File: config.mk
export PLATFORM = sky130hd
export DESIGN_NAME = tlb_page_table_translator
export DESIGN_NICKNAME = d
export VERILOG_FILES = /design/src/rtl/core/tpt_pkg.sv /design/src/rtl/core/tpt_tlb.sv /design/src/rtl/core/tpt_page_table.sv /design/src/rtl/core/tlb_page_table_translator.sv
export SDC_FILE = /design/constraint.sdc
export NUM_CORES = 2
export LEC_CHECK = 0
export BUFFER_PORTS_ARGS = -buffer_cell sky130_fd_sc_hd__buf_4
export CAP_MARGIN = 10
export CORE_ASPECT_RATIO = 1.1
export CORE_UTILIZATION = 35
export CTS_CLUSTER_SIZE = 12
export DETAILED_ROUTE_END_ITERATION = 12
export PLACE_DENSITY = 0.59
export SYNTH_ARGS = -nofsm -noshare
export SYNTH_HDL_FRONTEND = slang
export SYNTH_HIERARCHICAL = 1
export SYNTH_SLANG_ARGS = --single-unit
File: constraint.sdc
create_clock -name clock -period 7.6 [get_ports clock]
set_clock_uncertainty 0.05 [all_clocks]
set_input_delay 0.38 -clock clock [delete_from_list [all_inputs] [get_ports clock]]
set_output_delay 0.38 -clock clock [all_outputs]
set_load 0.01 [all_outputs]
File: src/rtl/core/tpt_pkg.sv
// Shared types and constants for the TLB and page-table translator.
// Used by tpt_tlb, tpt_page_table and tlb_page_table_translator.
`timescale 1ns / 1ps

package tpt_pkg;

   localparam int ADDR_W          = 16;
   localparam int OFFSET_BITS     = 8;
   localparam int PAGE_NUM_W      = ADDR_W - OFFSET_BITS;
   localparam int PAGE_NUM_COUNT  = 2 ** PAGE_NUM_W;
   localparam int FRAME_W         = 8;
   localparam int COUNT_W         = 16;

   localparam int TLB_ENTRIES_DEF = 16;
   localparam int PAGE_COUNT_DEF  = 256;
   localparam int FRAME_COUNT_DEF = 256;

   // Outcome of the associative TLB search.
   typedef struct packed {
      logic               hit;
      logic [FRAME_W-1:0] frame;
   } tpt_tlb_result_type;

   // Registered page-table read data.
   typedef struct packed {
      logic               mapped;
      logic [FRAME_W-1:0] frame;
   } tpt_pt_result_type;

endpackage

File: src/rtl/core/tpt_tlb.sv
// Fully associative TLB held in registers with FIFO replacement.
// Depends on tpt_pkg for the lookup result type and frame width.
`timescale 1ns / 1ps

module tpt_tlb
   import tpt_pkg::*;
#(
   parameter int TLB_ENTRIES = TLB_ENTRIES_DEF,
   parameter int PAGE_W      = PAGE_NUM_W
) (
   input  logic               clock,
   input  logic               reset,
   input  logic [PAGE_W-1:0]  lookup_page,
   output tpt_tlb_result_type lookup_result,
   input  logic               fill_en,
   input  logic [PAGE_W-1:0]  fill_page,
   input  logic [FRAME_W-1:0] fill_frame
);

   localparam int PTR_W = $clog2(TLB_ENTRIES);

   logic [TLB_ENTRIES-1:0] valid_ff;
   logic [PAGE_W-1:0]      tag_ff   [TLB_ENTRIES];
   logic [FRAME_W-1:0]     frame_ff [TLB_ENTRIES];
   logic [PTR_W-1:0]       fill_ptr_ff;
   logic [PTR_W-1:0]       fill_ptr_in;

   // Walk from the top down so that the lowest matching slot wins.
   always_comb begin
      lookup_result = '0;
      for (int i = TLB_ENTRIES - 1; i >= 0; i--) begin
         if (valid_ff[i] && tag_ff[i] == lookup_page) begin
            lookup_result.hit   = 1'b1;
            lookup_result.frame = frame_ff[i];
         end
      end
   end

   assign fill_ptr_in = (fill_ptr_ff == PTR_W'(TLB_ENTRIES - 1)) ? '0 : fill_ptr_ff + 1'b1;

   always_ff @(posedge clock) begin
      if (reset) begin
         valid_ff    <= '0;
         fill_ptr_ff <= '0;
      end else if (fill_en) begin
         valid_ff[fill_ptr_ff] <= 1'b1;
         fill_ptr_ff           <= fill_ptr_in;
      end
   end

   always_ff @(posedge clock) begin
      if (fill_en) begin
         tag_ff[fill_ptr_ff]   <= fill_page;
         frame_ff[fill_ptr_ff] <= fill_frame;
      end
   end

endmodule

File: src/rtl/core/tpt_page_table.sv
// Page table: synchronous frame-number memory plus per-page mapped flags.
// Depends on tpt_pkg for the read result type and frame width.
`timescale 1ns / 1ps

module tpt_page_table
   import tpt_pkg::*;
#(
   parameter int PAGE_COUNT = PAGE_COUNT_DEF,
   parameter int PAGE_W     = PAGE_NUM_W
) (
   input  logic               clock,
   input  logic               reset,
   input  logic               rd_en,
   input  logic [PAGE_W-1:0]  rd_page,
   output tpt_pt_result_type  rd_result,
   input  logic               wr_en,
   input  logic [PAGE_W-1:0]  wr_page,
   input  logic [FRAME_W-1:0] wr_frame
);

   logic [FRAME_W-1:0]    frame_mem [PAGE_COUNT];
   logic [PAGE_COUNT-1:0] mapped_ff;
   logic                  rd_mapped_ff;
   logic [FRAME_W-1:0]    rd_frame_ff;

   // Frame numbers have no reset; an entry is only trusted once its flag is set.
   always_ff @(posedge clock) begin
      if (wr_en) begin
         frame_mem[wr_page] <= wr_frame;
      end
      if (rd_en) begin
         rd_frame_ff <= frame_mem[rd_page];
      end
   end

   always_ff @(posedge clock) begin
      if (reset) begin
         mapped_ff    <= '0;
         rd_mapped_ff <= 1'b0;
      end else begin
         if (wr_en) begin
            mapped_ff[wr_page] <= 1'b1;
         end
         if (rd_en) begin
            rd_mapped_ff <= mapped_ff[rd_page];
         end
      end
   end

   assign rd_result.mapped = rd_mapped_ff;
   assign rd_result.frame  = rd_frame_ff;

endmodule

File: src/rtl/core/tlb_page_table_translator.sv
// The accepting edge registers the page number and offset and starts the page-table read;
// the lookup state then decides, and rsp_valid rises with the registered result. No new beat
// is accepted while busy, because of the page-table memory: a registered read, then the
// read-modify-write decision and write-back in the lookup cycle. The receiver cannot stall.
// Reset (synchronous, active high) clears the TLB valid bits, the page mapped flags,
// the frame allocator and both counters at once; no clearing pass is needed.
`timescale 1ns / 1ps

module tlb_page_table_translator
   import tpt_pkg::*;
#(
   parameter int TLB_ENTRIES = TLB_ENTRIES_DEF,
   parameter int PAGE_COUNT  = PAGE_COUNT_DEF,
   parameter int FRAME_COUNT = FRAME_COUNT_DEF
) (
   input  logic               clock,
   input  logic               reset,
   input  logic               start,
   output logic               busy,
   input  logic [ADDR_W-1:0]  req_logical_address,
   output logic               rsp_valid,
   output logic [ADDR_W-1:0]  rsp_physical_address,
   output logic               rsp_tlb_hit,
   output logic               rsp_page_fault,
   output logic               rsp_out_of_frames,
   output logic [COUNT_W-1:0] rsp_hit_count,
   output logic [COUNT_W-1:0] rsp_fault_count
);

   localparam int PAGE_W = $clog2(PAGE_COUNT);
   // Wide enough to hold FRAME_COUNT itself, which marks an exhausted pool.
   localparam int NFF_W  = $clog2(FRAME_COUNT + 1);

   typedef logic [PAGE_W-1:0] page_idx_type;
   typedef page_idx_type      page_wrap_type [PAGE_NUM_COUNT];

   // The raw page number wraps modulo PAGE_COUNT. The wrap is folded into a
   // constant table built at elaboration, indexed by the raw page number.
   function automatic page_wrap_type build_page_wrap();
      page_wrap_type tbl;
      for (int i = 0; i < PAGE_NUM_COUNT; i++) begin
         tbl[i] = PAGE_W'(i % PAGE_COUNT);
      end
      return tbl;
   endfunction

   localparam page_wrap_type PAGE_WRAP = build_page_wrap();

   typedef enum logic {
      ST_IDLE,
      ST_LOOKUP
   } state_type;

   state_type                state_ff;
   logic                     accept;
   page_idx_type             req_page;
   page_idx_type             page_ff;
   logic [OFFSET_BITS-1:0]   offset_ff;

   logic [NFF_W-1:0]         next_free_ff;
   logic [NFF_W-1:0]         next_free_in;
   logic [COUNT_W-1:0]       hit_cnt_ff;
   logic [COUNT_W-1:0]       hit_cnt_in;
   logic [COUNT_W-1:0]       fault_cnt_ff;
   logic [COUNT_W-1:0]       fault_cnt_in;

   tpt_tlb_result_type       tlb_result;
   tpt_pt_result_type        pt_result;

   logic                     fill_en;
   logic                     pt_wr_en;
   logic [FRAME_W-1:0]       frame;
   logic                     hit;
   logic                     fault;
   logic                     oof;
   logic [ADDR_W-1:0]        phys_addr;

   logic                     rsp_valid_ff;
   logic [ADDR_W-1:0]        rsp_phys_ff;
   logic                     rsp_hit_ff;
   logic                     rsp_fault_ff;
   logic                     rsp_oof_ff;

   // A beat is accepted only when idle. Because the page-table write happens
   // in the lookup cycle, while busy holds off the next read, a read never
   // overlaps a write to the same entry and no forwarding is required.
   assign busy     = (state_ff == ST_LOOKUP);
   assign accept   = start && !busy;
   assign req_page = PAGE_WRAP[req_logical_address[ADDR_W-1:OFFSET_BITS]];

   tpt_tlb #(
      .TLB_ENTRIES (TLB_ENTRIES),
      .PAGE_W      (PAGE_W)
   ) u_tlb (
      .clock         (clock),
      .reset         (reset),
      .lookup_page   (page_ff),
      .lookup_result (tlb_result),
      .fill_en       (fill_en),
      .fill_page     (page_ff),
      .fill_frame    (frame)
   );

   // The page table is read on the accepting edge so that its data lines up
   // with the registered page number during the lookup cycle.
   tpt_page_table #(
      .PAGE_COUNT (PAGE_COUNT),
      .PAGE_W     (PAGE_W)
   ) u_page_table (
      .clock     (clock),
      .reset     (reset),
      .rd_en     (accept),
      .rd_page   (req_page),
      .rd_result (pt_result),
      .wr_en     (pt_wr_en),
      .wr_page   (page_ff),
      .wr_frame  (frame)
   );

   // Lookup-cycle decision. A TLB hit takes priority; otherwise the page
   // table either supplies a frame or the page faults and takes the next free
   // frame. When the frame pool is exhausted the TLB, page table, allocator and counters stay unchanged.
   always_comb begin
      hit          = 1'b0;
      fault        = 1'b0;
      oof          = 1'b0;
      frame        = '0;
      fill_en      = 1'b0;
      pt_wr_en     = 1'b0;
      next_free_in = next_free_ff;
      hit_cnt_in   = hit_cnt_ff;
      fault_cnt_in = fault_cnt_ff;
      if (state_ff == ST_LOOKUP) begin
         if (tlb_result.hit) begin
            hit        = 1'b1;
            frame      = tlb_result.frame;
            hit_cnt_in = (hit_cnt_ff == '1) ? hit_cnt_ff : hit_cnt_ff + 1'b1;
         end else if (pt_result.mapped) begin
            frame   = pt_result.frame;
            fill_en = 1'b1;
         end else begin
            fault = 1'b1;
            if (next_free_ff >= NFF_W'(FRAME_COUNT)) begin
               oof = 1'b1;
            end else begin
               frame        = FRAME_W'(next_free_ff);
               pt_wr_en     = 1'b1;
               fill_en      = 1'b1;
               next_free_in = next_free_ff + 1'b1;
               fault_cnt_in = (fault_cnt_ff == '1) ? fault_cnt_ff : fault_cnt_ff + 1'b1;
            end
         end
      end
      phys_addr = oof ? '0 : {frame, offset_ff};
   end

   always_ff @(posedge clock) begin
      if (reset) begin
         state_ff     <= ST_IDLE;
         next_free_ff <= '0;
         hit_cnt_ff   <= '0;
         fault_cnt_ff <= '0;
         rsp_valid_ff <= 1'b0;
      end else begin
         next_free_ff <= next_free_in;
         hit_cnt_ff   <= hit_cnt_in;
         fault_cnt_ff <= fault_cnt_in;
         rsp_valid_ff <= 1'b0;
         unique case (state_ff)
            ST_IDLE: begin
               if (accept) begin
                  state_ff <= ST_LOOKUP;
               end
            end
            ST_LOOKUP: begin
               state_ff     <= ST_IDLE;
               rsp_valid_ff <= 1'b1;
            end
            default: begin
               state_ff <= ST_IDLE;
            end
         endcase
      end
   end

   // Payload registers carry no reset; they are qualified by the strobe.
   always_ff @(posedge clock) begin
      if (accept) begin
         page_ff   <= req_page;
         offset_ff <= req_logical_address[OFFSET_BITS-1:0];
      end
      if (state_ff == ST_LOOKUP) begin
         rsp_phys_ff  <= phys_addr;
         rsp_hit_ff   <= hit;
         rsp_fault_ff <= fault;
         rsp_oof_ff   <= oof;
      end
   end

   assign rsp_valid            = rsp_valid_ff;
   assign rsp_physical_address = rsp_phys_ff;
   assign rsp_tlb_hit          = rsp_hit_ff;
   assign rsp_page_fault       = rsp_fault_ff;
   assign rsp_out_of_frames    = rsp_oof_ff;
   // The counters are updated on the same edge as the result, so they already
   // include this beat.
   assign rsp_hit_count        = hit_cnt_ff;
   assign rsp_fault_count      = fault_cnt_ff;

   // A result beat is only ever produced by the lookup cycle just before it.
   a_rsp_after_lookup : assert property (@(posedge clock) disable iff (reset)
      rsp_valid |-> $past(state_ff == ST_LOOKUP))
      else $error("result beat without a preceding lookup cycle");

   // Running out of frames is a fault that maps nothing and returns address zero.
   a_oof_result : assert property (@(posedge clock) disable iff (reset)
      (rsp_valid && rsp_out_of_frames) |->
         (rsp_page_fault && !rsp_tlb_hit && rsp_physical_address == '0))
      else $error("out-of-frames beat with inconsistent flags or address");

   // A TLB hit takes priority over the page-table data, so it cannot also fault.
   a_hit_no_fault : assert property (@(posedge clock) disable iff (reset)
      rsp_valid |-> !(rsp_tlb_hit && rsp_page_fault))
      else $error("beat flagged both as TLB hit and page fault");

   // The frame allocator never passes the size of the frame pool.
   a_alloc_bound : assert property (@(posedge clock) disable iff (reset)
      next_free_ff <= NFF_W'(FRAME_COUNT))
      else $error("free-frame pointer beyond the frame pool");

   // The hit counter only moves in a lookup cycle that hits.
   a_hit_cnt_step : assert property (@(posedge clock) disable iff (reset)
      $past(!reset) && hit_cnt_ff != $past(hit_cnt_ff) |->
         $past(state_ff == ST_LOOKUP && tlb_result.hit))
      else $error("hit counter changed without a TLB hit");

endmodule
==> results.md <==
- Outcome: complete, no violations
- TNS Setup: 0 ps
- Most frequent cells after synthesis: edfxtp_1, nor2_1, mux4_2
- Primary FF master, synth: edfxtp_1
- DR iter-0 viols: slightly below 6,000
- Netlist cell types: 80
- Worst-Margin Slew: about 1300 ps
- Fmax: 149.6 MHz
- Full die area: 296,500 sq um
- Number of flops mapped to enable cells by yosys: approximately 2,300
- Mapped cell area: roughly 100,000 sq um
- Dpl ws: between 900 and 1000 ps
- # rows: around 210
- Crit path DAT: approximately 7200 ps
- Starting Density: a little over a third
- Overall routing resource usage: ~18%
- Pwr dens: between 200 and 300 nW/um^2
- Area growth, synth to finish: 13.81%
- Relative slew slack: about a tenth
- Final setup fails: 0
- Fill cell count: between 20,000 and 30,000
- Crit Path Class: flip-flop to flip-flop
- Post-DP Area: roughly 110,000 sq um
- Max-slew violations: 0
- GPL Wtd Cong: approximately 0.85
- Initial antenna violation count: 5
- Mapped Cells: 5,620
- Grt total ovfl: 0
- CTS tree: yes
- Worst r2r src: page_ff[1]
- Min setup slack post-route: 917.4 ps
- DRT antenna net count: 0
- Root Buffer: clkbuf_16
- Top cells by area, synth: edfxtp_1, mux4_2, dfxtp_1
- Fin area: between 100,000 and 150,000 sq um
- Hold Vio Cnt, Final: 0
- Via count: roughly 54,000
- Tmin final: 6683 ps
- Routed len/inst: between 20 and 30 um
- Post-synth top area share: 68.41%
- Layout Cells excl Fill: between 9,000 and 10,000
- Num ports: ~70
- Clk Latency, worst-skew pair: 940 ps
- Hold Slack: around 120 ps
- Leakage: 34.70 nW
- Clk buf depth: 4
- Clock slew at reported path FFs: roughly 60 ps
- Tot Pwr: ~30 mW
- Post-Route Utilization: 40.12%
- First-pass GRT wire length: ~380 mm
- DRC violations left: 0
- Setup crit end kind: flip-flop
- CTS Sinks: approximately 2,700
- Die Width: about 520 um
- Largest net degree at the start of global routing: 137
- Nets: between 5,000 and 6,000
- Port-buffer cells: 71
- Count leader, synth: edfxtp_1
- Placed Instances: ~9,400
- VDD IR max: approximately 260 uV
- Synthesized Nets: around 5,600
- Synthesized area per cell: around 18 sq um
- Core box area: ~290,000 sq um
- Hold WC Path Type: input pin to flip-flop
- Vias in the first global route: between 50,000 and 60,000
- Ys async rst share: 0%
- Post-DP HPWL: around 160 mm
- Critical Path Start Type: flip-flop
- H-Tree Depth: 5
- Yosys reg bits: ~2,700
- Sequential area share after synthesis: between 70% and 80%
- Post-Route WL: approximately 260 mm
- Layout cells sized above 1: between 20% and 30%
- Yosys top cell by area: edfxtp_1
- Vias per cell: 5.426
- Req. time, crit path: roughly 8000 ps
- Gates resized, CTS repair: 0
- Hold Crit Start: req_logical_address[3]
- Final period utilization: 87.93%
- DIE HEIGHT: 571.0 um
- CTS Buf Count: 295
- Worst-path fanout max: 30
- Critical path origin: page_ff[1]
- RSZ-0062 raised after global routing: false
- Max-cap viol count: 0
- Synth warn: 6
- DR pass1 iterations: 8
==> repair_timing <==
item | CTS | global route
hold buffers | 16 | 0
setup endpoints to repair | 0 | 0
buffers inserted | 0 | 0
hold endpoints to repair | 76 | 0
==> placed cells by master, fill, tap and decap left out, types with 14 or more instances in the layout <==
cell type / instances
edfxtp_1: 2347
nor2_1: 804
mux4_2: 574
dfxtp_1: 319
clkbuf_16: 301
a22oi_1: 269
a21oi_1: 186
buf_4: 151
clkbuf_1: 134
xnor2_1: 106
nand2_1: 88
nand3_1: 63
nand4_1: 42
nor4_1: 37
nor2b_1: 34
o21ba_2: 29
buf_12: 28
clkbuf_8: 27
and2_1: 26
clkinv_2: 26
o21ai_0: 22
xor2_1: 22
nor3_1: 20
or3_1: 20
o22ai_1: 19
nor3b_1: 16
and3_1: 16
dlygate4sd3_1: 16
mux2i_1: 15
clkinv_1: 14
==> per-layer routing <==
| metal | track usage [%] | share of wire (%) | up-vias |
|---|---|---|---|
| met4 | 6.594 | 3.8 | 2 |
| met2 | 29.21 | 49 | 2065 |
| met1 | 22.90 | 41 | 28400 |
| li1 | - | - | 22790 |
| met3 | 3.169 | 6.9 | 469 |
| met5 | 0 | 0.057 | - |
==> where the power goes <==
group,internal (mW),switching (mW),leakage [nW]
Clock,7.78,5.52,4.32
Sequential,15.8,0.0208,22.4
Combinational,0.410,0.723,8.03
==> layout make-up <==
class | instances | area, sq um | share of cell area, %
diodes | 3 | 7.507 | 0.006403
clock buffers | 462 | 8407 | 7.170
clock inverters | 56 | 464.2 | 0.3959
inverters | 14 | 52.55 | 0.04482
multi-input cells | 2614 | 24610 | 20.99
flip-flops and latches | 2667 | 76890 | 65.58
well taps | 3885 | 4861 | 4.146
repair buffers | 201 | 1953 | 1.666
==> state kept, by name, indices dropped and copies added (netlist names), 4 cells and up <==
name                      cells
u_page_table/frame_mem     2048
u_page_table/mapped_ff      256
u_tlb/frame_ff              128
u_tlb/tag_ff                128
rsp_fault_count              16
rsp_hit_count                16
rsp_physical_address         16
u_tlb/valid_ff               16
next_free_ff                  9
offset_ff                     8
page_ff                       8
u_page_table/rd_frame_ff      8
u_tlb/fill_ptr_ff             4
==> critical path, cell delays in order (launching register included) <==
cell      delay [ps]
edfxtp_1         590
buf_4            480
xnor2_1          140
nand2_1          120
nor3_2           130
nor3_1           610
and4_1           310
nand4_1          150
buf_4            270
nor4b_4          840
nand4_1         1230
buf_4            620
nor2_1           700
==> logic make-up after synthesis <==
kind of cell / synth area share, %
AO/OA/AOI/OAI: 4.119
XOR/XNOR: 1.236
adder cells (fa/ha/maj): 0.09717
buffers and inverters: 1.538
flip-flops: 74.63
multiplexers: 12.87
AND/OR/NAND/NOR: 5.506
==> path summary, 6_finish.rpt <==
check,depth (start not counted),endpoint,slack (ps)
setup / recovery,12,u_page_table/frame_mem[220][7],920
hold / removal,2,offset_ff[3],120
setup reg to reg,12,u_page_table/frame_mem[220][7],920
hold reg to reg,2,u_page_table/mapped_ff[78],410
(Power assumes the default switching activity.)
